$ cat config.mk
export PLATFORM = sky130hd
export DESIGN_NAME = iirld_gain
export DESIGN_NICKNAME = d
export VERILOG_FILES = /design/src/hw/rtl/iirld_pkg.sv /design/src/hw/rtl/iirld_gain.sv
export SDC_FILE = /design/constraint.sdc
export NUM_CORES = 1
export LEC_CHECK = 0
export BUFFER_PORTS_ARGS = -buffer_cell sky130_fd_sc_hd__buf_2
export CORE_MARGIN = 3
export CORE_UTILIZATION = 52
export CTS_CLUSTER_SIZE = 30
export DETAILED_ROUTE_END_ITERATION = 10
export PLACE_DENSITY = 0.81
export SLEW_MARGIN = 20
export SYNTH_ARGS = -nofsm -noshare
export SYNTH_HDL_FRONTEND = slang
export SYNTH_SLANG_ARGS = --single-unit
$ cat constraint.sdc
create_clock -name clk_i -period 2.52 [get_ports clk_i]
set_clock_uncertainty 0.05 [all_clocks]
set_input_delay 0.126 -clock clk_i [delete_from_list [all_inputs] [get_ports clk_i]]
set_output_delay 0.126 -clock clk_i [all_outputs]
set_load 0.01 [all_outputs]
$ cat src/hw/rtl/iirld_pkg.sv
// shared types and constants for the low-pass decimator with gain
`timescale 1ns / 1ps
`default_nettype none
package iirld_pkg;

  localparam int unsigned SampleW  = 16;
  localparam int unsigned CoefW    = 31;
  localparam int unsigned FactorW  = 8;
  localparam int unsigned GainW    = 31;
  localparam int unsigned CfgDataW = 31;
  localparam int unsigned CfgIdxW  = 2;

  localparam int unsigned DefStages    = 4;
  localparam int unsigned DefGainShift = 12;

  typedef enum logic [CfgIdxW-1:0] {
    REG_LPF_COEF = 2'd0,
    REG_DECIM    = 2'd1,
    REG_GAIN     = 2'd2
  } cfg_reg_e;

  // one sample moving down the chain
  typedef struct packed {
    logic                      valid;
    logic signed [SampleW-1:0] sample;
  } tok_t;

endpackage
`default_nettype wire

$ cat src/hw/rtl/iirld_gain.sv
// output gain: product register, then shift, saturate and output register
`timescale 1ns / 1ps
`default_nettype none
module iirld_gain
  import iirld_pkg::*;
#(
  parameter int unsigned GAIN_SHIFT = DefGainShift
) (
  input  wire logic                      clk_i,
  input  wire logic                      rst_ni,
  input  wire logic [GainW-1:0]          gain_i,
  input  wire tok_t                      tok_i,
  output logic                           done_o,
  output logic                           out_valid_o,
  output logic signed [SampleW-1:0]      out_sample_o,
  input  wire logic                      out_stall_i
);

  localparam int unsigned ProdW = SampleW + GainW + 1;
  localparam logic signed [ProdW-1:0] SatMax = ProdW'(signed'(2 ** (SampleW - 1) - 1));
  localparam logic signed [ProdW-1:0] SatMin = -ProdW'(signed'(2 ** (SampleW - 1)));

  logic                      prod_valid_q, prod_valid_d;
  logic signed [ProdW-1:0]   prod_q, prod_d;
  logic                      out_valid_q, out_valid_d;
  logic signed [SampleW-1:0] out_q, out_d;
  logic signed [ProdW-1:0]   x_x, gain_x, shifted;
  logic signed [SampleW-1:0] sat;
  logic                      move;

  assign x_x    = ProdW'(tok_i.sample);
  assign gain_x = $signed({{(ProdW - GainW){1'b0}}, gain_i});

  assign shifted = prod_q >>> GAIN_SHIFT;

  always_comb begin
    if (shifted > SatMax) begin
      sat = SatMax[SampleW-1:0];
    end else if (shifted < SatMin) begin
      sat = SatMin[SampleW-1:0];
    end else begin
      sat = shifted[SampleW-1:0];
    end
  end

  // the product moves on once the output register is free or being drained
  assign move = prod_valid_q && (!out_valid_q || !out_stall_i);

  always_comb begin
    prod_valid_d = prod_valid_q;
    prod_d       = prod_q;
    out_valid_d  = out_valid_q;
    out_d        = out_q;
    if (out_valid_q && !out_stall_i) begin
      out_valid_d = 1'b0;
    end
    if (move) begin
      prod_valid_d = 1'b0;
      out_valid_d  = 1'b1;
      out_d        = sat;
    end
    if (tok_i.valid) begin
      prod_valid_d = 1'b1;
      prod_d       = x_x * gain_x;
    end
  end

  always_ff @(posedge clk_i or negedge rst_ni) begin
    if (!rst_ni) begin
      prod_valid_q <= 1'b0;
      out_valid_q  <= 1'b0;
    end else begin
      prod_valid_q <= prod_valid_d;
      out_valid_q  <= out_valid_d;
    end
  end

  always_ff @(posedge clk_i) begin
    prod_q <= prod_d;
    out_q  <= out_d;
  end

  assign done_o       = move;
  assign out_valid_o  = out_valid_q;
  assign out_sample_o = out_q;

endmodule
`default_nettype wire

## After elaboration in Yosys (flattened, before gate mapping)

Cells that the tools add are included.

- Multiply operators: 1
- Order comparisons: 2
- Muxes and demuxes: 5
- Reduce and logical (&&, ||, !) cells: 7

Operator list:

| cell | count |
|---|---|
| multiplier 16 x 32 -> 48 bit | 1 |
| > comparator 36 x 16 -> 1 bit (second input constant) | 1 |
| less-than comparator 36 x 16 -> 1 bit (second input constant) | 1 |
| 2-to-1 mux 16 bit | 1 |
| 2-to-1 mux 1 bit | 4 |
| nonzero test 2 bit | 2 |
| logical AND 1 bit | 2 |
| zero test 1 bit | 2 |
| logical OR 1 bit | 1 |

- Bits in registers: 66
- Output and inout port bits: 18
- Logic and storage cells: 19

## Logic depth before layout (Yosys ltp)

Gate-level depths: netlist of run 1.

- Depth in word-level cells: 5
- Depth in mapped cells: 24
- Gate-level depth less buffers: 22

## Worst setup path before layout of run 1

OpenSTA, ideal clock, no wires.

- Path kind: input port to flip-flop
- Start: in tok_i[1] (netlist bit)
- End: reg prod_q[41] (data pin)
- Setup time: 0.264 ns
- Arrival: 5.663 ns
- Path slack: -3.458 ns
- Stages: 23
- Path buffers: 2
- Cell sequence: clkbuf_1 -> clkbuf_1 -> nand2_1 -> fa_1 -> inv_1 -> fa_1 -> inv_1 -> fa_1 -> inv_1 -> fa_1 -> fa_1 -> inv_1 -> fa_1 -> inv_1 -> ha_1 -> a21o_1 -> a21o_1 -> a21oi_2 -> o211ai_2 -> a211oi_4 -> nor3_2 -> o41ai_2 -> xnor2_1

- Word-level cells in the longest chain between the ends: 1

Ends and longest elaborated chain:

| item | RTL line | RTL |
|---|---|---|
| start, declared | iirld_gain.sv:12 | `input wire tok_t tok_i,` |
| multiplier 16 x 32 -> 48 bit | iirld_gain.sv:64 | `prod_d = x_x * gain_x;` |
| end signal, assigned | iirld_gain.sv:79 | `prod_q <= prod_d;` |
| end, declared | iirld_gain.sv:24 | `logic signed [ProdW-1:0] prod_q, prod_d;` |

Every way passes these cells.
A chain may end at the register's enable or synchronous reset.

## Final worst setup path of run 1

- Start: in tok_i[4] (netlist bit)
- End: reg prod_q[38] (data pin)

Same word-level chain as after synthesis.

==> results of run 1 <==
## worst max path at each step
stage / startpoint / end / cells after the start
final: tok_i[4] / prod_q[38]$_DFFE_PP_ / 19
after global routing: tok_i[4] / prod_q[38]$_DFFE_PP_ / 19
after CTS: tok_i[4] / prod_q[45]$_DFFE_PP_ / 22
after detailed placement: tok_i[2] / prod_q[45]$_DFFE_PP_ / 20
after global placement: tok_i[4] / prod_q[42]$_DFFE_PP_ / 21
after floorplan: tok_i[4] / prod_q[45]$_DFFE_PP_ / 22
## worst max-delay path, cell delays in order
cell and delay (ps):
bufbuf_16 270, and2_1 160, fa_1 590, inv_1 80, fa_1 460, fa_1 520, inv_1 70, fa_1 450
fa_1 540, inv_1 50, fa_1 470, inv_1 40, ha_1 330, a21oi_1 320, o21ai_2 180, o41ai_4 460
nand2_1 130, a21bo_2 250, xor2_2 150
## repair_timing
| item | in CTS | in global routing |
|---|---|---|
| setup endpoints to repair | 36 | 36 |
| hold buffers | 1 | 0 |
| gates resized for setup | 154 | 124 |
| endpoints found under the hold margin | 2 | 0 |
| pin swaps | 61 | 70 |
| gates cloned | 6 | 5 |
| setup buffers | 14 | 18 |
## through the flow
step | std cells | util [%] | cell area (µm²) | hold slack [ps]
after CTS | 2738 | 64.7 | 22300 | 21.2
final | 2760 | 66.7 | 23000 | 29.3
after global placement | 2710 | 61.5 | 21300 | -140
after global routing | 2760 | 66.7 | 23000 | 38.4
after floorplan | 2027 | - | 19000 | -220
after detailed placement | 2710 | 61.5 | 21300 | -136
## cell usage in the layout, fill, tap and decap left out, types with 5 or more instances in the layout
cell type / Yosys / routed
a21oi_1: 37 / 23
or2_4: 0 / 5
and2_4: 0 / 32
fa_1: 403 / 377
and2_1: 213 / 181
clkbuf_16: 0 / 10
inv_2: 0 / 30
ha_1: 149 / 126
buf_8: 0 / 7
a21o_1: 38 / 37
buf_2: 3 / 31
edfxtp_1: 52 / 52
nand3_1: 11 / 9
buf_4: 1 / 247
nand2_2: 0 / 9
a21oi_2: 1 / 11
o21ai_2: 0 / 12
xor2_1: 13 / 9
inv_1: 506 / 475
buf_16: 0 / 5
nand2b_1: 11 / 11
xnor2_1: 23 / 15
ha_4: 0 / 19
buf_6: 1 / 41
xnor2_2: 0 / 7
o21ai_0: 20 / 8
buf_12: 0 / 23
nor2_2: 0 / 11
nand2_1: 273 / 263
fa_2: 0 / 26
nor4_1: 7 / 6
nand4_1: 15 / 15
nor2_1: 87 / 72
## registers in the layout, indices dropped and copies added, names as in the netlist
register      cells
out_valid_o       1
out_sample_o     16
prod_q           36
prod_valid_q      1
## cell type report
class,instances,area share [%]
timing repair buffer,365,14.9
sequential,54,7.00
clock inverter,3,0.277
clock buffer,5,0.543
inverter,506,8.26
tap,455,2.47
multi-input combinational,1372,66.6
## per-layer routing
metal	up-vias	global-route usage (%)	part of all wire [%]
met4	2	14.1	6.7
met2	720	48.8	51
li1	6536	-	-
met5	-	0	0.029
met1	7576	30.3	35
met3	274	4.01	7.0
## cells by family after synthesis
family | count (synthesis) | share of synthesized area [%]
AND/OR/NAND/NOR | 644 | 17.2
buffers and inverters | 601 | 12.4
adder cells (fa/ha/maj) | 552 | 54.4
AO/OA/AOI/OAI | 140 | 5.48
flip-flops | 54 | 8.82
XOR/XNOR | 36 | 1.73
## synthesized netlist by cell type, drive strengths merged, types with 4 or more instances
master	count
and2	213
and4	5
nand3	12
o21ai	24
nand2	273
nor3	4
clkbuf	90
xnor2	23
nand2b	11
xor2	13
or2	6
and3	4
buf	5
nor4	7
fa	403
nor2	87
edfxtp	52
inv	506
ha	149
a21o	38
a31oi	6
a21oi	38
nand4	15
o21bai	4
==> metrics.txt, run 1 <==
total count of max-transition violations in the final report=0; detailed-routing iteration count for the pre-antenna-repair pass=5; Worst-Margin Slew=798 ps; hold path endpoint=out_valid_o$_DFFE_PN0P_; fraction of final layout cells with drive strength greater than 1=25.6%; number of antenna cells inserted=0; Core Box Area=34500 µm²; synth-to-layout area growth=26.1%; Horiz. Die Dim=193 µm; initial antenna violation count=1; drt initial violations=1078; post-synthesis instance area=18300 µm²; failing checks=negative setup slack; aggregate negative setup slack=-103480 ps; number of warnings issued by yosys=0; Initial Utilization=52.9%; type of element capturing the critical path=flop; cell depth of the worst min-delay path=2; via density per instance=5.47; area occupied by multi-input gates=15300 µm²; Die ar.=37400 µm²; Clock Tree Buf Depth=2; crit path kind=in -> reg; shortest period the worst path allows=5660 ps; remaining number of nets flagged by the antenna check after routing=0; gr usage total=26.8%; Synth Register Bits=54; vias in the first global route=17000; half-perimeter wire length of the detailed placement result=39800 µm; predominant post-synthesis flop cell=edfxtp_1; status=finished, violations left; number of clock buffers inserted by TritonCTS=5; total vias in the final route=15100; proportion of synthesized chip area in sequential cells=8.82%; max-cap viol count=0; Hold Violations, Final=0; TritonCTS clock tree=built; Detailed Route WL=52200 µm; Hold Crit Class=in -> reg; worst rel slew slack=46.8%; slack of the worst reg-to-reg path=730 ps; later-pin clock latency in the skew report=290 ps; cells after synthesis=2027; Filler cells=2432; wire length of the first global-routing pass=82100 µm; TritonCTS Sinks=54; timing-limited maximum frequency=0.177 GHz; quantity of I/O buffers inserted on ports=68; number of flops mapped to enable cells by yosys=52; area share of the leading cell type in the synthesized netlist=44.2%; Layout Nets=2907; number of core rows=68; clock-pin slew reported for the worst setup and hold paths after clock tree synthesis=70 ps; net count of the mapped netlist=2630; fraction of synthesis flops using an asynchronous set or reset pin=3.70%; cells on worst reg2reg path=5; worst flop-to-flop path startpoint=prod_q[31]$_DFFE_PP_; drt wl/cell=18.9 µm; io pins=69; # H-tree levels=2; Final Wtd Congestion=0.953; most area-hungry cell type in the Yosys netlist=fa_1; Arr. time, crit path=5650 ps; startpoint of the lowest-slack hold path=out_stall_i; r2r endpoint=out_sample_o[9]$_SDFFCE_PN1P_; sum of overflow across all layers after global routing=0; top area cells in the synthesized netlist=fa_1 (44%), inv_1 (10%), ha_1 (10%), edfxtp_1 (8.5%), and2_1 (7.3%); critical path required time=2510 ps; maximum fanout along the worst path=12; final setup violation count=36; clock tree root driver cell=clkbuf_16; DRC violation count after routing=0; Post-Place Setup Slack=-3640 ps; setup repair after global routing missed its margin=yes; maximum number of pins on one net before global-route repair=38; Cell variety after synth=60; sort of element at the start of the critical path=input pin; portion of the clock cycle consumed by the worst path in the final layout=225%; height of the die=193 µm; sequential cell area=1610 µm²; crit path setup slack, layout=-3140 ps; mean instance size in the synthesized netlist=9.01 µm²
Power of run 1 is left out: the tool's default activity adds up to more than one toggle a clock period on the data nets, which glitch-free logic cannot reach.
==> run 2: changes to the inputs <==
--- a/config.mk
+++ b/config.mk
@@ -6,11 +6,13 @@
 export NUM_CORES = 1
 export LEC_CHECK = 0
 export BUFFER_PORTS_ARGS = -buffer_cell sky130_fd_sc_hd__buf_2
+export CELL_PAD_IN_SITES_DETAIL_PLACEMENT = 1
+export CELL_PAD_IN_SITES_GLOBAL_PLACEMENT = 1
 export CORE_MARGIN = 3
-export CORE_UTILIZATION = 52
+export CORE_UTILIZATION = 51
 export CTS_CLUSTER_SIZE = 30
 export DETAILED_ROUTE_END_ITERATION = 10
-export PLACE_DENSITY = 0.81
+export PLACE_DENSITY = 0.95
 export SLEW_MARGIN = 20
 export SYNTH_ARGS = -nofsm -noshare
 export SYNTH_HDL_FRONTEND = slang
==> run 2 against run 1 <==
The flow now stops in global routing. Synthesized cell count did not move. Synthesized area unchanged.
==> metrics.txt, run 2 <==
status=did not finish; number of clock buffers inserted by TritonCTS=5; multiplexer area fraction after synthesis=0%; mean instance size in the synthesized netlist=9.01 µm²; area share of fa/ha/maj cells after synthesis=54.4%; post-synthesis instance area=18300 µm²; fraction of synthesis flops using an asynchronous set or reset pin=3.70%; # H-tree levels=2; number of warnings issued by yosys=0; most common cell in the synthesized netlist=inv_1; Clock Tree Buf Depth=2; most area-hungry cell type in the Yosys netlist=fa_1; Cell variety after synth=60; last stage the flow got to=global routing; post-synthesis share of cell area spent on and, or, nand and nor gates=17.2%; area share of the leading cell type in the synthesized netlist=44.2%; number of flops mapped to enable cells by yosys=52; pin category terminating the worst setup path after the last repair=sequential cell input; Stop Error=[ERROR GRT-0232] Routing congestion too high. Check the congestion heatmap in the GUI.; maximum number of pins on one net before global-route repair=38; io pins=69; xor and xnor fraction of the mapped netlist area=1.73%; height of the die=195 µm; sum of overflow across all layers after global routing=2; number of core rows=68; Final Wtd Congestion=0.935; TritonCTS Sinks=54; Initial Utilization=52.4%; largest family of logic cells by synthesized area=adder cells; Synth top cells by count=inv_1 (506), fa_1 (403), nand2_1 (273); Horiz. Die Dim=195 µm; cells after synthesis=2027; Synth Register Bits=54; total instance count after detailed placement=2716; predominant post-synthesis flop cell=edfxtp_1; worst endpoint after global-route timing repair=prod_q[45]$_DFFE_PP_/D; top area cells in the synthesized netlist=fa_1 (44%), inv_1 (10%), ha_1 (10%), edfxtp_1 (8.5%), and2_1 (7.3%); complex-gate fraction of the synthesized area=5.48%; clock tree root driver cell=clkbuf_16; net count of the mapped netlist=2630; half-perimeter wire length of the detailed placement result=59400 µm; quantity of I/O buffers inserted on ports=68; proportion of synthesized chip area in sequential cells=8.82%; Post-Place Setup Slack=-4020 ps; gr usage total=66.1%
[run 2: cells by family after synthesis]
family                   count (synthesis)
AO/OA/AOI/OAI                          140
XOR/XNOR                                36
adder cells (fa/ha/maj)                552
buffers and inverters                  601
flip-flops                              54
AND/OR/NAND/NOR                        644
[run 2: metrics by stage]
step           util (%)  cell area, µm²
2_1_floorplan         -           19000
3_3_place_gp       61.0           21300
3_5_place_dp       61.0           21300
4_1_cts            65.7           22900
[run 2: routing by layer]
metal | GRT overflow | track usage (%)
met5 | 0 | 9.20
met4 | 0 | 69.3
met3 | 0 | 50.3
met2 | 2 | 86.3
met1 | 0 | 62.4
[run 2: timing repair]
item	in CTS
hold endpoints to repair	2
gates cloned	7
resized for setup	258
pin swaps	129
buffers inserted	48
setup endpoints to repair	36
hold buffers	1
==> run 3: changes to the inputs <==
--- a/config.mk
+++ b/config.mk
@@ -6,13 +6,10 @@
 export NUM_CORES = 1
 export LEC_CHECK = 0
 export BUFFER_PORTS_ARGS = -buffer_cell sky130_fd_sc_hd__buf_2
-export CELL_PAD_IN_SITES_DETAIL_PLACEMENT = 1
-export CELL_PAD_IN_SITES_GLOBAL_PLACEMENT = 1
 export CORE_MARGIN = 3
-export CORE_UTILIZATION = 51
-export CTS_CLUSTER_SIZE = 30
+export CORE_UTILIZATION = 37
 export DETAILED_ROUTE_END_ITERATION = 10
-export PLACE_DENSITY = 0.95
+export PLACE_DENSITY_LB_ADDON = 0.15
 export SLEW_MARGIN = 20
 export SYNTH_ARGS = -nofsm -noshare
 export SYNTH_HDL_FRONTEND = slang
==> run 3 against run 2 <==
The flow now finishes, with violations (negative setup slack).
==> metrics.txt, run 3 (synthesis gave the netlist of run 1 again) <==
number of clock buffers inserted by TritonCTS=5; quantity of I/O buffers inserted on ports=68; fraction of final layout cells with drive strength greater than 1=27.3%; master of the slowest instance on the critical path=fa_2; drt initial violations=624; DRC violation count after routing=0; crit path setup slack, layout=-2970 ps; Largest Register=prod_q; worst rel slew slack=43.7%; Clock Tree Buf Depth=2; max-cap viol count=0; clock-pin slew reported for the worst setup and hold paths after clock tree synthesis=70 ps; # H-tree levels=2; Largest register FFs=36; sum of overflow across all layers after global routing=0; via density per instance=4.70; type of element capturing the critical path=flop; timing-limited maximum frequency=0.182 GHz; height of the die=228 µm; Core Box Area=48200 µm²; maximum number of pins on one net before global-route repair=38; clock tree root driver cell=clkbuf_16; shortest period the worst path allows=5490 ps; Final Wtd Congestion=0.850; Horiz. Die Dim=228 µm; Finished Core Util=49.1%; Hold Crit Class=in -> reg; wire length of the first global-routing pass=83300 µm; total vias in the final route=14000; status=finished, violations left; critical path required time=2500 ps; Layout Nets=2933; later-pin clock latency in the skew report=280 ps; highest cell delay on the worst timing path=610 ps; Worst-Margin Slew=845 ps; setup repair after global routing missed its margin=yes; synth-to-layout area growth=29.8%; total count of max-transition violations in the final report=0; sort of element at the start of the critical path=input pin; TritonCTS Sinks=54; detailed-routing iteration count for the pre-antenna-repair pass=6; list of cells traversed by the critical path=buf_12 > buf_4 > and2_1 > fa_1 > fa_2 > fa_2 > fa_2 > fa_1 > inv_1 > fa_1 > inv_2 > ha_4 > buf_6 > a21o_1 > a21o_1 > a21oi_2 > nor2_1 > a311oi_1 > buf_4 > nand2_4 > a21bo_2 > xor2_1; half-perimeter wire length of the detailed placement result=42400 µm; Hold Violations, Final=0; Arr. time, crit path=5470 ps; final setup violation count=36; cell area after layout=23700 µm²; leading cell types in the layout, fill and taps excluded=inv_1 (472), fa_1 (369), buf_4 (263); initial antenna violation count=3; vias in the first global route=15800; TritonCTS clock tree=built; Detailed Route WL=50800 µm; failing checks=negative setup slack; Die ar.=52100 µm²; number of core rows=80; gr usage total=19.9%; portion of the clock cycle consumed by the worst path in the final layout=218%; Initial Utilization=37.9%; io pins=69; remaining number of nets flagged by the antenna check after routing=0; crit path kind=in -> reg; commonest non-fill, non-tap cell in the layout=inv_1; drt wl/cell=17.0 µm; post-placement cell area=21600 µm²; maximum fanout along the worst path=7
-- run 3: path summary, 6_finish.rpt --
path | depth (start not counted) | start | slack [ps] | endpoint
worst max register to register | 5 | prod_q[31]$_DFFE_PP_ | 760 | out_sample_o[4]$_SDFFCE_PN1P_
worst max-delay path | 22 | gain_i[8] | -2970 | prod_q[38]$_DFFE_PP_
max in group asynchronous | 2 | rst_ni | 2220 | out_valid_o$_DFFE_PN0P_
min in group asynchronous | 2 | rst_ni | 110 | prod_valid_q$_DFFE_PN0P_
worst min register to register | 1 | prod_valid_q$_DFFE_PN0P_ | 430 | out_valid_o$_DFFE_PN0P_
worst min-delay path | 2 | out_stall_i | 30 | out_valid_o$_DFFE_PN0P_
-- run 3: worst max-delay path, delay by kind of cell --
| kind | cells | cell delay [ps] |
|---|---|---|
| simple gates | 3 | 290 |
| buf+inv | 6 | 720 |
| xor+xnor | 1 | 160 |
| fa+ha+maj | 7 | 3210 |
| compound gates | 5 | 1000 |
-- run 3: layout make-up --
type / count / area [µm²]
Antenna cell: 2 / 5.00
Sequential cell: 54 / 1610
Inverter: 506 / 1910
Fill cell: 4674 / 24500
Multi-Input combinational cell: 1372 / 15500
Tap cell: 656 / 821
Clock inverter: 2 / 13.8
Clock buffer: 6 / 129
Timing Repair Buffer: 391 / 3740
-- run 3: stage by stage --
step	hold slack (ps)	instances	TNS, ps	setup slack, ps
after floorplan	-220	2027	-97320	-3060
after detailed placement	-134	2924	-124300	-3750
after global placement	-138	2924	-123070	-3720
after CTS	26.9	2973	-101900	-3020
after global routing	54.8	2989	-108180	-3180
final	31.6	2989	-101460	-2970
-- run 3: routing by layer --
layer	track usage, %	vias to the layer above	wire length, µm
li1	-	6583	-
met1	24.8	7190	21400
met2	37.3	200	26500
met3	2.30	62	1690
met4	3.85	2	1090
met5	0	-	9
-- run 3: what timing repair did --
item | CTS | global route
endpoints found under the setup margin | 36 | 36
resized for setup | 221 | 100
hold buffers | 1 | 0
hold endpoints to repair | 2 | 0
pin swaps | 121 | 87
setup buffers | 32 | 16
gates cloned | 8 | 2
Power of run 3 is left out for the same reason.
