`config.mk`:
```
export PLATFORM = sky130hd
export DESIGN_NAME = iirld_cell
export DESIGN_NICKNAME = d
export VERILOG_FILES = /design/src/hw/rtl/iirld_pkg.sv /design/src/hw/rtl/iirld_cell.sv
export SDC_FILE = /design/constraint.sdc
export NUM_CORES = 1
export LEC_CHECK = 0
export BUFFER_PORTS_ARGS = -buffer_cell sky130_fd_sc_hd__buf_2
export CAP_MARGIN = 20
export CORE_ASPECT_RATIO = 1.5
export CORE_MARGIN = 3
export CORE_UTILIZATION = 38
export CTS_BUF_LIST = sky130_fd_sc_hd__clkbuf_4 sky130_fd_sc_hd__clkbuf_8 sky130_fd_sc_hd__clkbuf_16
export DETAILED_ROUTE_END_ITERATION = 6
export PLACE_DENSITY = 0.5
export REMOVE_ABC_BUFFERS = 1
export SYNTH_ARGS = -nofsm -noshare
export SYNTH_HDL_FRONTEND = slang
export SYNTH_SLANG_ARGS = --single-unit
```
`constraint.sdc`:
```
create_clock -name clk_i -period 10.5 [get_ports clk_i]
set_input_delay 0.525 -clock clk_i [delete_from_list [all_inputs] [get_ports clk_i]]
set_output_delay 0.525 -clock clk_i [all_outputs]
set_load 0.02 [all_outputs]
```
`src/hw/rtl/iirld_pkg.sv`:
```
// shared types and constants for the low-pass decimator with gain
`timescale 1ns / 1ps
`default_nettype none
package iirld_pkg;

  localparam int unsigned SampleW  = 16;
  localparam int unsigned CoefW    = 31;
  localparam int unsigned FactorW  = 8;
  localparam int unsigned GainW    = 31;
  localparam int unsigned CfgDataW = 31;
  localparam int unsigned CfgIdxW  = 2;

  localparam int unsigned DefStages    = 4;
  localparam int unsigned DefGainShift = 12;

  typedef enum logic [CfgIdxW-1:0] {
    REG_LPF_COEF = 2'd0,
    REG_DECIM    = 2'd1,
    REG_GAIN     = 2'd2
  } cfg_reg_e;

  // one sample moving down the chain
  typedef struct packed {
    logic                      valid;
    logic signed [SampleW-1:0] sample;
  } tok_t;

endpackage
`default_nettype wire

```
`src/hw/rtl/iirld_cell.sv`:
```
// one one-pole low-pass cell: holds its last output and passes the result on
`timescale 1ns / 1ps
`default_nettype none
module iirld_cell
  import iirld_pkg::*;
(
  input  wire logic             clk_i,
  input  wire logic             rst_ni,
  input  wire logic [CoefW-1:0] coef_i,
  input  wire tok_t             tok_i,
  output tok_t                  tok_o
);

  localparam int unsigned ProdW = SampleW + 1 + CoefW + 1;

  logic signed [SampleW-1:0] prev_q, prev_d;
  tok_t                      tok_q, tok_d;
  logic signed [SampleW:0]   diff;
  logic signed [ProdW-1:0]   diff_x, coef_x, prod, shifted;
  logic signed [SampleW-1:0] y;

  // c*x + (1-c)*prev == prev + c*(x - prev), floor is exact after adding prev
  assign diff    = (SampleW + 1)'(tok_i.sample) - (SampleW + 1)'(prev_q);
  assign diff_x  = ProdW'(diff);
  assign coef_x  = $signed({{(ProdW - CoefW){1'b0}}, coef_i});
  assign prod    = diff_x * coef_x;
  assign shifted = prod >>> (CoefW);
  assign y       = prev_q + shifted[SampleW-1:0];

  always_comb begin
    prev_d       = prev_q;
    tok_d.valid  = tok_i.valid;
    tok_d.sample = tok_q.sample;
    if (tok_i.valid) begin
      prev_d       = y;
      tok_d.sample = y;
    end
  end

  always_ff @(posedge clk_i or negedge rst_ni) begin
    if (!rst_ni) begin
      prev_q <= '0;
      tok_q  <= '0;
    end else begin
      prev_q <= prev_d;
      tok_q  <= tok_d;
    end
  end

  assign tok_o = tok_q;

endmodule
`default_nettype wire

```
# [Word-level counts from Yosys, hierarchy flattened]
# Index checks and enable logic that the tools add are counted.
[word_totals] ff_bits=17 in_bits=50
[op_classes] n_addsub=2 multipliers=1
[op_table] operator="multiplier 17 x 32 -> 47 bit" n=1
[op_table] operator="subtractor 16 x 16 -> 17 bit" n=1
[op_table] operator="adder 16 bit" n=1

# [Depth between registers and ports, before layout]
# Gate-level depths: netlist of run 1.
[logic_depth] ltp_word=3 mapped_depth=49 mapped_depth_nobuf=47

# [Least setup slack after synthesis of run 1]
# OpenSTA, ideal clock, no wires.
[synth_path] kind="input -> register" startpoint="input tok_i[0] in the netlist's numbering" endpoint="register tok_q, in the netlist tok_o[14]" n_path_buf=2 slack_ns=1.378 t_arrival_ns=9.043 path_stages=44 path_cell_list="inv_1 -> ha_1 -> fa_1 -> inv_1 -> a21oi_1 -> o2111a_1 -> or2_4 -> a311oi_4 -> or2_1 -> buf_2 -> buf_1 -> nor2_1 -> fa_1 -> fa_1 -> fa_1 -> fa_1 -> fa_1 -> inv_1 -> [8 not listed] -> o221ai_1 -> o211ai_1 -> a31oi_1 -> nor2_1 -> xnor2_1 -> ha_1 -> inv_1 -> fa_1 -> nor2b_1 -> o21ai_1 -> a21boi_0 -> o21a_1 -> o21ai_1 -> a21oi_1 -> nor3b_1 -> o31a_1 -> xor2_1 -> mux2i_1"
[synth_via] elab_chain_cells=3
[synth_lines] element="start, declared" line_no="iirld_cell.sv:10" rtl="input wire tok_t tok_i,"
[synth_lines] element="subtractor 16 x 16 -> 17 bit" line_no="iirld_cell.sv:23" rtl="assign diff = (SampleW + 1)'(tok_i.sample) - (SampleW + 1)'(prev_q);"
[synth_lines] element="multiplier 17 x 32 -> 47 bit" line_no="iirld_cell.sv:26" rtl="assign prod = diff_x * coef_x;"
[synth_lines] element="adder 16 bit" line_no="iirld_cell.sv:28" rtl="assign y = prev_q + shifted[SampleW-1:0];"
[synth_lines] element="end signal, assigned" line_no="iirld_cell.sv:46" rtl="tok_q <= tok_d;"
[synth_lines] element="end, declared" line_no="iirld_cell.sv:17" rtl="tok_t tok_q, tok_d;"
# Every way passes these cells.
# A chain may end at the register's enable or synchronous reset.

==> results of run 1 <==
worst min path at each step:
stage / start / endpoint / depth (start not counted)
6_report: rst_ni / tok_o[12] / 1
4_1_cts: rst_ni / tok_o[12] / 1
2_1_floorplan: rst_ni / tok_o[0] / 0
5_1_grt: rst_ni / tok_o[14] / 1
3_5_place_dp: rst_ni / tok_o[12] / 1
3_3_place_gp: rst_ni / tok_o[12] / 1
placed cells by master, fill, tap and decap left out, types with 7 or more instances in the layout:
| master | synthesis | routed |
|---|---|---|
| nand2b_1 | 14 | 14 |
| dfrtp_1 | 17 | 17 |
| o311ai_0 | 12 | 12 |
| a311oi_1 | 10 | 8 |
| fa_1 | 435 | 434 |
| nor2b_1 | 44 | 43 |
| buf_12 | 0 | 10 |
| xnor2_1 | 32 | 22 |
| xnor2_2 | 0 | 8 |
| nand4b_1 | 18 | 18 |
| buf_2 | 8 | 66 |
| a21oi_1 | 36 | 32 |
| o21ai_1 | 12 | 11 |
| ha_1 | 173 | 170 |
| nand2_1 | 347 | 347 |
| nand4_1 | 18 | 18 |
| nor2_1 | 92 | 89 |
| nor3_1 | 11 | 10 |
| nand3b_1 | 32 | 32 |
| a21o_1 | 11 | 11 |
| a31oi_1 | 20 | 20 |
| and2_1 | 98 | 98 |
| inv_1 | 567 | 567 |
| o21ai_0 | 25 | 25 |
| a211oi_1 | 7 | 7 |
| nand3_1 | 57 | 57 |
| nor3b_1 | 19 | 19 |
| buf_4 | 0 | 51 |
what timing repair did:
action                     CTS  global route
setup endpoints to repair    2             9
gates resized for setup      2            27
cloned                       0             1
pin swaps                    1             9
setup buffers                2             6
cells by family after synthesis:
kind of cell	Yosys count
xor+xnor	39
fa+ha+maj	608
buf+inv	717
simple gates	766
compound gates	173
mux	4
flops	17
layout make-up:
type	count	share of cell area, %
clock buffer	4	0.396
inverter	568	10.2
multi-input combinational	1590	78.6
timing repair buffer	133	4.77
sequential	17	2.04
tap	663	3.98
routing by layer:
layer,vias to the layer above,part of all wire [%],track usage (%)
li1,6927,-,-
met1,8004,36,24.8
met2,350,57,45.2
met3,87,3.1,0.632
met4,0,3.8,7.72
met5,-,0,0
critical path: cells and delay by family, from the launching register on:
family | cells | cell delay (ps)
mux | 1 | 90
buf+inv | 7 | 810
compound gates | 18 | 3450
xor+xnor | 1 | 150
flops | 1 | 370
simple gates | 7 | 1060
fa+ha+maj | 9 | 3840
metrics by stage:
step / cell area, um2 / hold WS [ps] / worst slack [ps]
CTS: 20700 / 210 / 51.5
floorplan: 18700 / 229 / 423
finish: 20900 / 204 / 558
detailed placement: 20500 / 497 / -281
global placement: 20500 / 491 / -185
global route: 20900 / 210 / -101
==> impl_metrics.py, run 1 <==
metrics = {
    "outcome": {
        "status": "finished clean",
    },
    "setup_path": {
        "required_ps": 10620,
        "crit_type": "reg2reg",
        "worst_path_largest_cell_delay_ps": 570,
        "r2r_end": "tok_o[12]",
        "worstSetupStartpoint": "tok_o[1]",
        "start_kind": "flop",
        "critPathMaxFanout": 15,
        "r2r_cells": 43,
        "crit_slowest_cell": "fa_1",
        "cp-end-kind": "flop",
        "crit_arrival_ps": 10070,
        "crit_path_end": "tok_o[12]",
        "reg2reg_slack_ps": 560,
        "crit_top_cell": "fa_1",
        "r2r_start": "tok_o[1]",
    },
    "routing": {
        "post-route-drc-count": 0,
        "ant_nets": 0,
        "drt-total-wl_um": 58200,
        "vias": 15400,
        "drtIter0Drc": 802,
        "wire_per_inst_um": 19.5,
        "viasPerCell": 5.17,
        "dr.pass1.iters": 6,
    },
    "cells_and_area": {
        "utilization_pct": 41.8,
        "multiInputGateArea_um2": 16400,
        "largest_register_ff_count": 17,
        "syn_to_final_growth_pct": 8.06,
        "final_layout_size_suffix_gt1_share_pct": 7.74,
        "regArea_um2": 425,
        "n_antenna_cell": 0,
        "fin_cells": 2975,
        "fin_nets": 2971,
        "fillCellCount": 5160,
    },
    "grt": {
        "grt_start_max_net_pins": 47,
        "antenna_found_initial": 0,
        "grt_first_pass_wirelength_um": 92500,
        "grt_pass1_vias": 16800,
        "grt-ovfl-total": 0,
        "grtUsageTotal_pct": 22.4,
    },
    "timing": {
        "fmax_ghz": 0.101,
        "hold_viol": 0,
        "totalNegativeSetupSlack_ps": 0,
        "min_period_ps": 9940,
        "post-route-period-util_pct": 94.7,
        "setup_viol": 0,
        "slew_violations": 0,
        "relSlewSlack_pct": 46.8,
        "finClkSkew_ps": 3.19,
        "tightest_slew_ps": 795,
    },
    "clock_network": {
        "numCtsBuffers": 3,
        "cts.path.max_buffers": 2,
        "cts_sinks": 17,
        "clk_latency_ps": 260,
        "holdBufCountCts": 0,
        "htreeDepth": 1,
        "cts_tree": "built",
        "cts-root-buf": "clkbuf_16",
        "clkTransAtPathRegs_ps": 50,
    },
    "logic_synthesis": {
        "yosysSeqAreaShare_pct": 2.20,
        "synth_xor_area_share_pct": 1.85,
        "synth-seq-cells": 17,
        "synth-simple-area-share_pct": 19.3,
        "synthCells": 2324,
        "synthTopCellsByCount": "567 x inv_1, 435 x fa_1, 347 x nand2_1, 173 x ha_1, 138 x clkbuf_1",
        "yosysUniqueCellTypes": 60,
        "ys_warn_count": 0,
        "ys.flop_type": "dfrtp_1",
        "async_reset_ff_share_pct": 100,
        "ys_top_cells_by_area": "fa_1 45%, ha_1 11%, inv_1 11%, nand2_1 6.7%, and2_1 3.2%",
        "syn_area_um2": 19300,
        "muxShareOfSynthArea_pct": 0.214,
        "yosys.area_share.adder_pct": 56.3,
        "synth_compound_area_share_pct": 6.12,
        "synth_top_family_by_area": "adder cells",
        "netlist.area_leader.share_pct": 45.1,
        "yosysTopAreaCell": "fa_1",
        "synth-edff-count": 0,
        "postSynthAreaPerCell_um2": 8.31,
        "yosysMostFrequentCell": "inv_1",
    },
    "floorplanning": {
        "start_util_pct": 38.7,
        "die_y_um": 282,
        "coreArea_um2": 49900,
        "die_area_um2": 53600,
        "top_level_ports": 67,
        "rows": 100,
        "dieWidth_um": 190,
    },
    "placement": {
        "routabilityCongestion": 0.837,
        "numPortBuffers": 66,
        "dpl.cell_count": 2962,
        "place_hpwl_um": 47300,
    },
    "job": {
        "maxCapViolations": 0,
    },
    "hold_path": {
        "hp-class": "in2async",
    },
}
Power of run 1 is left out: the tool's default activity adds up to more than one toggle a clock period on the data nets, which glitch-free logic cannot reach.
==> run 2, diff against run 1 <==
--- a/config.mk
+++ b/config.mk
@@ -9,2 +9,4 @@
 export CAP_MARGIN = 20
+export CELL_PAD_IN_SITES_DETAIL_PLACEMENT = 1
+export CELL_PAD_IN_SITES_GLOBAL_PLACEMENT = 2
 export CORE_ASPECT_RATIO = 1.5
@@ -14,3 +16,3 @@
 export DETAILED_ROUTE_END_ITERATION = 6
-export PLACE_DENSITY = 0.5
+export PLACE_DENSITY = 0.76
 export REMOVE_ABC_BUFFERS = 1
==> constraint.sdc (replaced) <==
create_clock -name clk_i -period 10.5 [get_ports clk_i]
set_input_delay 1.575 -clock clk_i [delete_from_list [all_inputs] [get_ports clk_i]]
set_output_delay 1.575 -clock clk_i [all_outputs]
set_load 0.02 [all_outputs]
==> run 2 against run 1 <==
  * The flow now finishes with violations (negative setup slack)
  * Critical path depth up 1
  * Utilization increased by 4.3 points
  * Final cell count up 6.5%
  * Via count grew 7.1%
  * Largest cell class unchanged
==> impl_metrics.py, run 2 (synthesis gave the netlist of run 1 again) <==
metrics = {
    "outcome": {
        "status": "finished with violations",
        "violations": "negative setup slack",
    },
    "grt": {
        "grt_first_pass_wirelength_um": 105000,
        "grtUsageTotal_pct": 25.6,
        "grt_pass1_vias": 19200,
        "grt-ovfl-total": 0,
        "antenna_found_initial": 1,
        "grt_start_max_net_pins": 61,
    },
    "setup_path": {
        "cp-end-kind": "flop",
        "r2r_cells": 44,
        "crit_slowest_cell": "fa_1",
        "crit_top_cell": "fa_1",
        "critPathMaxFanout": 5,
        "worst_path_largest_cell_delay_ps": 560,
        "crit_type": "in2reg",
        "start_kind": "input port",
        "crit_arrival_ps": 10800,
        "reg2reg_slack_ps": 820,
        "required_ps": 10650,
    },
    "timing": {
        "hold_viol": 0,
        "post-route-period-util_pct": 101,
        "finalWorstSetupSlack_ps": -150,
        "slew_violations": 0,
        "timing.hold.ws_ps": 504,
        "fmax_ghz": 0.0939,
        "setup_viol": 7,
        "finClkSkew_ps": 1.54,
        "rsz0062_at_grt": "true",
        "tightest_slew_ps": 615,
        "min_period_ps": 10650,
        "relSlewSlack_pct": 59.0,
    },
    "cells_and_area": {
        "layout_common_cells": "562 x inv_1, 425 x fa_1, 343 x nand2_1",
        "largest_register_ff_count": 17,
        "final_layout_size_suffix_gt1_share_pct": 18.5,
        "layout_commonest_cell": "inv_1",
        "regArea_um2": 425,
        "fin_nets": 3164,
        "syn_to_final_growth_pct": 19.1,
        "fillCellCount": 5892,
        "multiInputGateArea_um2": 16900,
    },
    "clock_network": {
        "htreeDepth": 1,
        "cts.path.max_buffers": 2,
        "holdBufCountCts": 0,
        "cts-root-buf": "clkbuf_16",
        "clkTransAtPathRegs_ps": 50,
        "numCtsBuffers": 3,
        "cts_tree": "built",
        "cts_sinks": 17,
        "clk_latency_ps": 260,
    },
    "routing": {
        "drt-total-wl_um": 67700,
        "vias": 16500,
        "drtIter0Drc": 539,
        "dr.pass1.iters": 5,
        "viasPerCell": 5.19,
        "post-route-drc-count": 0,
        "ant_nets": 0,
        "wire_per_inst_um": 21.4,
    },
    "floorplanning": {
        "top_level_ports": 67,
        "dieWidth_um": 190,
        "rows": 100,
        "coreArea_um2": 49900,
        "die_y_um": 282,
        "die_area_um2": 53600,
        "start_util_pct": 38.7,
    },
    "hold_path": {
        "hold_path_depth": 1,
        "hp-class": "reg2reg",
    },
    "placement": {
        "numPortBuffers": 66,
        "routabilityCongestion": 0.892,
        "place_hpwl_um": 56800,
    },
    "job": {
        "maxCapViolations": 0,
    },
}
==> run 2: cell count changes in the layout (fill, tap and decap cells not counted), sizes merged <==
cell	previous run	this run
clkbuf	5	4
clkinv	0	1
diode	0	1
buf	132	325
==> run 2: worst paths after layout <==
kind	start	end
worst max register to register	tok_o[1]	tok_o[15]
worst min register to register	tok_o[15]	tok_o[15]
max in group asynchronous	rst_ni	tok_o[0]
min in group asynchronous	rst_ni	tok_o[13]
worst max-delay path	tok_i[1]	tok_o[15]
worst min-delay path	tok_o[15]	tok_o[15]
==> run 2: per-stage QoR <==
stage               cell area (um2)  std cells  TNS [ps]  worst slack, ps  utilization, %
floorplan                     18700       2175     -3240             -627               -
global placement              21700       3108     -5480             -872            43.5
detailed placement            21700       3108     -8500            -1110            43.5
CTS                           22400       3142      -584             -182            44.8
global route                  23000       3168     -3720             -478            46.0
finish                        23000       3169      -658             -150            46.0
==> run 2: worst max-delay path, delay by kind of cell <==
kind | cells | cell delay, ps
buffers and inverters | 11 | 1180
adders and majority gates | 9 | 3860
and+or+nand+nor | 7 | 1170
xor gates and xnor gates | 3 | 490
AOI/OAI and AO/OA | 14 | 2480
==> run 2: layer usage <==
layer / vias to the layer above / GRT usage, % / wire, um
li1: 7310 / - / -
met1: 8734 / 26.7 / 23300
met2: 288 / 52.5 / 39300
met3: 124 / 0.657 / 1520
met4: 2 / 11.0 / 3640
met5: - / 0 / 13
==> run 2: area by class of cell <==
class | count | share of cell area, %
clock buffer | 3 | 0.327
tap | 663 | 3.61
antenna | 1 | 0.0109
multi-input combinational | 1590 | 73.6
timing repair buffer | 326 | 11.3
clock inverter | 1 | 0.0218
inverter | 568 | 9.27
sequential | 17 | 1.85
==> run 2: timing repair <==
action,CTS,global route
pin swaps,54,91
resized for setup,86,83
endpoints found under the setup margin,10,12
cloned,1,1
setup buffers,31,26
Power of run 2 is left out for the same reason.
==> run 3, diff against run 2 <==
Settings changed: BUFFER_PORTS_ARGS -buffer_cell sky130_fd_sc_hd__buf_2 to unset, CORE_MARGIN 3 to unset, DONT_BUFFER_PORTS set to 1, HOLD_SLACK_MARGIN set to 0.02, PLACE_DENSITY 0.76 to 0.74.
==> run 3 against run 2 <==
  * The flow now finishes without violations
  * Critical path depth increased by 2
  * Global-route usage is 0.83 points higher
  * Via count shrank 2.8%
  * Count of clock-buffer cells in the layout stayed put
  * Sequential share of layout area is essentially flat
  * Clock skew rose by 4.1 ps
  * Largest cell class unchanged
==> impl_metrics.py, run 3 (synthesis gave the netlist of run 1 again) <==
metrics = {
    "timing": {
        "relSlewSlack_pct": 54.1,
        "post-route-period-util_pct": 99.3,
        "finalWorstSetupSlack_ps": 74.4,
        "tightest_slew_ps": 680,
        "setup_viol": 0,
        "fmax_ghz": 0.0959,
        "finClkSkew_ps": 5.68,
        "min_period_ps": 10430,
        "rsz0062_at_grt": "true",
        "hold_viol": 0,
        "slew_violations": 0,
    },
    "setup_path": {
        "required_ps": 10690,
        "critPathMaxFanout": 19,
        "crit_top_cell": "fa_1",
        "crit_arrival_ps": 10610,
        "r2r_cells": 47,
        "cp-end-kind": "flop",
        "crit_type": "in2reg",
        "r2r_start": "tok_o[2]",
        "crit_slowest_cell": "fa_1",
        "worst_path_largest_cell_delay_ps": 590,
        "r2r_end": "tok_o[14]",
        "start_kind": "input port",
        "reg2reg_slack_ps": 800,
    },
    "grt": {
        "grt_first_pass_wirelength_um": 103000,
        "grt_pass1_vias": 18700,
        "grt_start_max_net_pins": 39,
        "grt-ovfl-total": 0,
        "grtUsageTotal_pct": 26.4,
        "antenna_found_initial": 0,
    },
    "floorplanning": {
        "coreArea_um2": 49900,
        "die_area_um2": 51700,
        "die_y_um": 278,
        "start_util_pct": 38.7,
        "dieWidth_um": 186,
        "rows": 100,
        "top_level_ports": 67,
    },
    "clock_network": {
        "cts-root-buf": "clkbuf_16",
        "clk_latency_ps": 260,
        "cts_tree": "built",
        "cts.path.max_buffers": 2,
        "clkTransAtPathRegs_ps": 60,
        "holdBufCountCts": 0,
        "numCtsBuffers": 3,
        "htreeDepth": 1,
        "cts_sinks": 17,
    },
    "cells_and_area": {
        "post-route-cell-area_um2": 22600,
        "layout_common_cells": "557 x inv_1, 425 x fa_1, 342 x nand2_1",
        "utilization_pct": 45.3,
        "layout_commonest_cell": "inv_1",
        "final_layout_size_suffix_gt1_share_pct": 15.9,
        "largest_register_ff_count": 17,
        "n_antenna_cell": 0,
        "fin_cells": 3081,
        "fin_nets": 3077,
        "syn_to_final_growth_pct": 17.1,
    },
    "routing": {
        "vias": 16000,
        "drtIter0Drc": 550,
        "wire_per_inst_um": 21.3,
        "viasPerCell": 5.19,
        "m1WireLength_um": 22400,
        "wl_met3_um": 1790,
        "top_layer_used": "met4",
        "drt-total-wl_um": 65700,
        "dr.pass1.iters": 5,
        "ant_nets": 0,
        "route.met2.wl_um": 37900,
        "post-route-drc-count": 0,
    },
    "placement": {
        "place_ws_ps": -1050,
        "place_hpwl_um": 54500,
        "dpl.cell_count": 3026,
        "numPortBuffers": 0,
        "placed_cell_area_um2": 21300,
        "routabilityCongestion": 0.900,
    },
    "hold_path": {
        "hold_path_depth": 2,
        "hp-class": "reg2reg",
        "whs_endpoint": "tok_o[1]",
        "holdCritStartpoint": "tok_o[1]",
    },
    "job": {
        "maxCapViolations": 0,
    },
    "outcome": {
        "status": "finished clean",
    },
}
==> run 3: cell count changes in the layout (fill, tap and decap cells not counted), moves of 5 or more <==
cell    previous run  this run
buf_2             65         2
buf_4            225       195
inv_1            562       557
buf_12            18        23
inv_2              6        11
==> run 3: per-layer routing <==
metal,GRT usage (%),vias to the layer above
li1,-,7133
met1,26.9,8436
met2,53.4,296
met3,1.40,124
met4,11.8,0
met5,0,-
==> run 3: how the worst max path moves through the flow <==
stage | from | end | slack, ps | depth (start not counted)
after global placement | tok_i[1] | tok_o[14] | -750 | 47
final | tok_i[0] | tok_o[14] | 70 | 46
after CTS | tok_i[1] | tok_o[14] | -5 | 48
after detailed placement | tok_i[1] | tok_o[12] | -1050 | 47
after floorplan | tok_i[15] | tok_o[14] | -630 | 36
after global routing | tok_i[1] | tok_o[14] | -290 | 46
==> run 3: metrics by stage <==
stage	hold slack [ps]	TNS (ps)
after floorplan	599	-3240
after global placement	613	-5260
after detailed placement	609	-7830
after CTS	626	-5.11
after global routing	693	-1300
final	637	0
==> run 3: critical path: cells and delay by family <==
| family | cells | cell delay, ps |
|---|---|---|
| muxes | 1 | 130 |
| AOI/OAI and AO/OA | 16 | 2530 |
| adders and majority gates | 11 | 4220 |
| buffers and inverters | 10 | 930 |
| and+or+nand+nor | 5 | 720 |
| xor gates and xnor gates | 3 | 490 |
==> run 3: cell type report <==
cell class | instances | area [um2]
fillers | 5904 | 27300
multi-input cells | 1590 | 16900
repair buffers | 239 | 2190
inverters | 568 | 2130
well taps | 663 | 830
flip-flops and latches | 17 | 425
clock buffers | 3 | 75.1
clock inverters | 1 | 5.00
==> run 3: what timing repair did <==
action / CTS / global route
setup endpoints to repair: 9 / 10
buffers inserted: 14 / 34
cloned: 4 / 1
resized for setup: 60 / 121
pin swaps: 29 / 88
Power of run 3 is left out for the same reason.
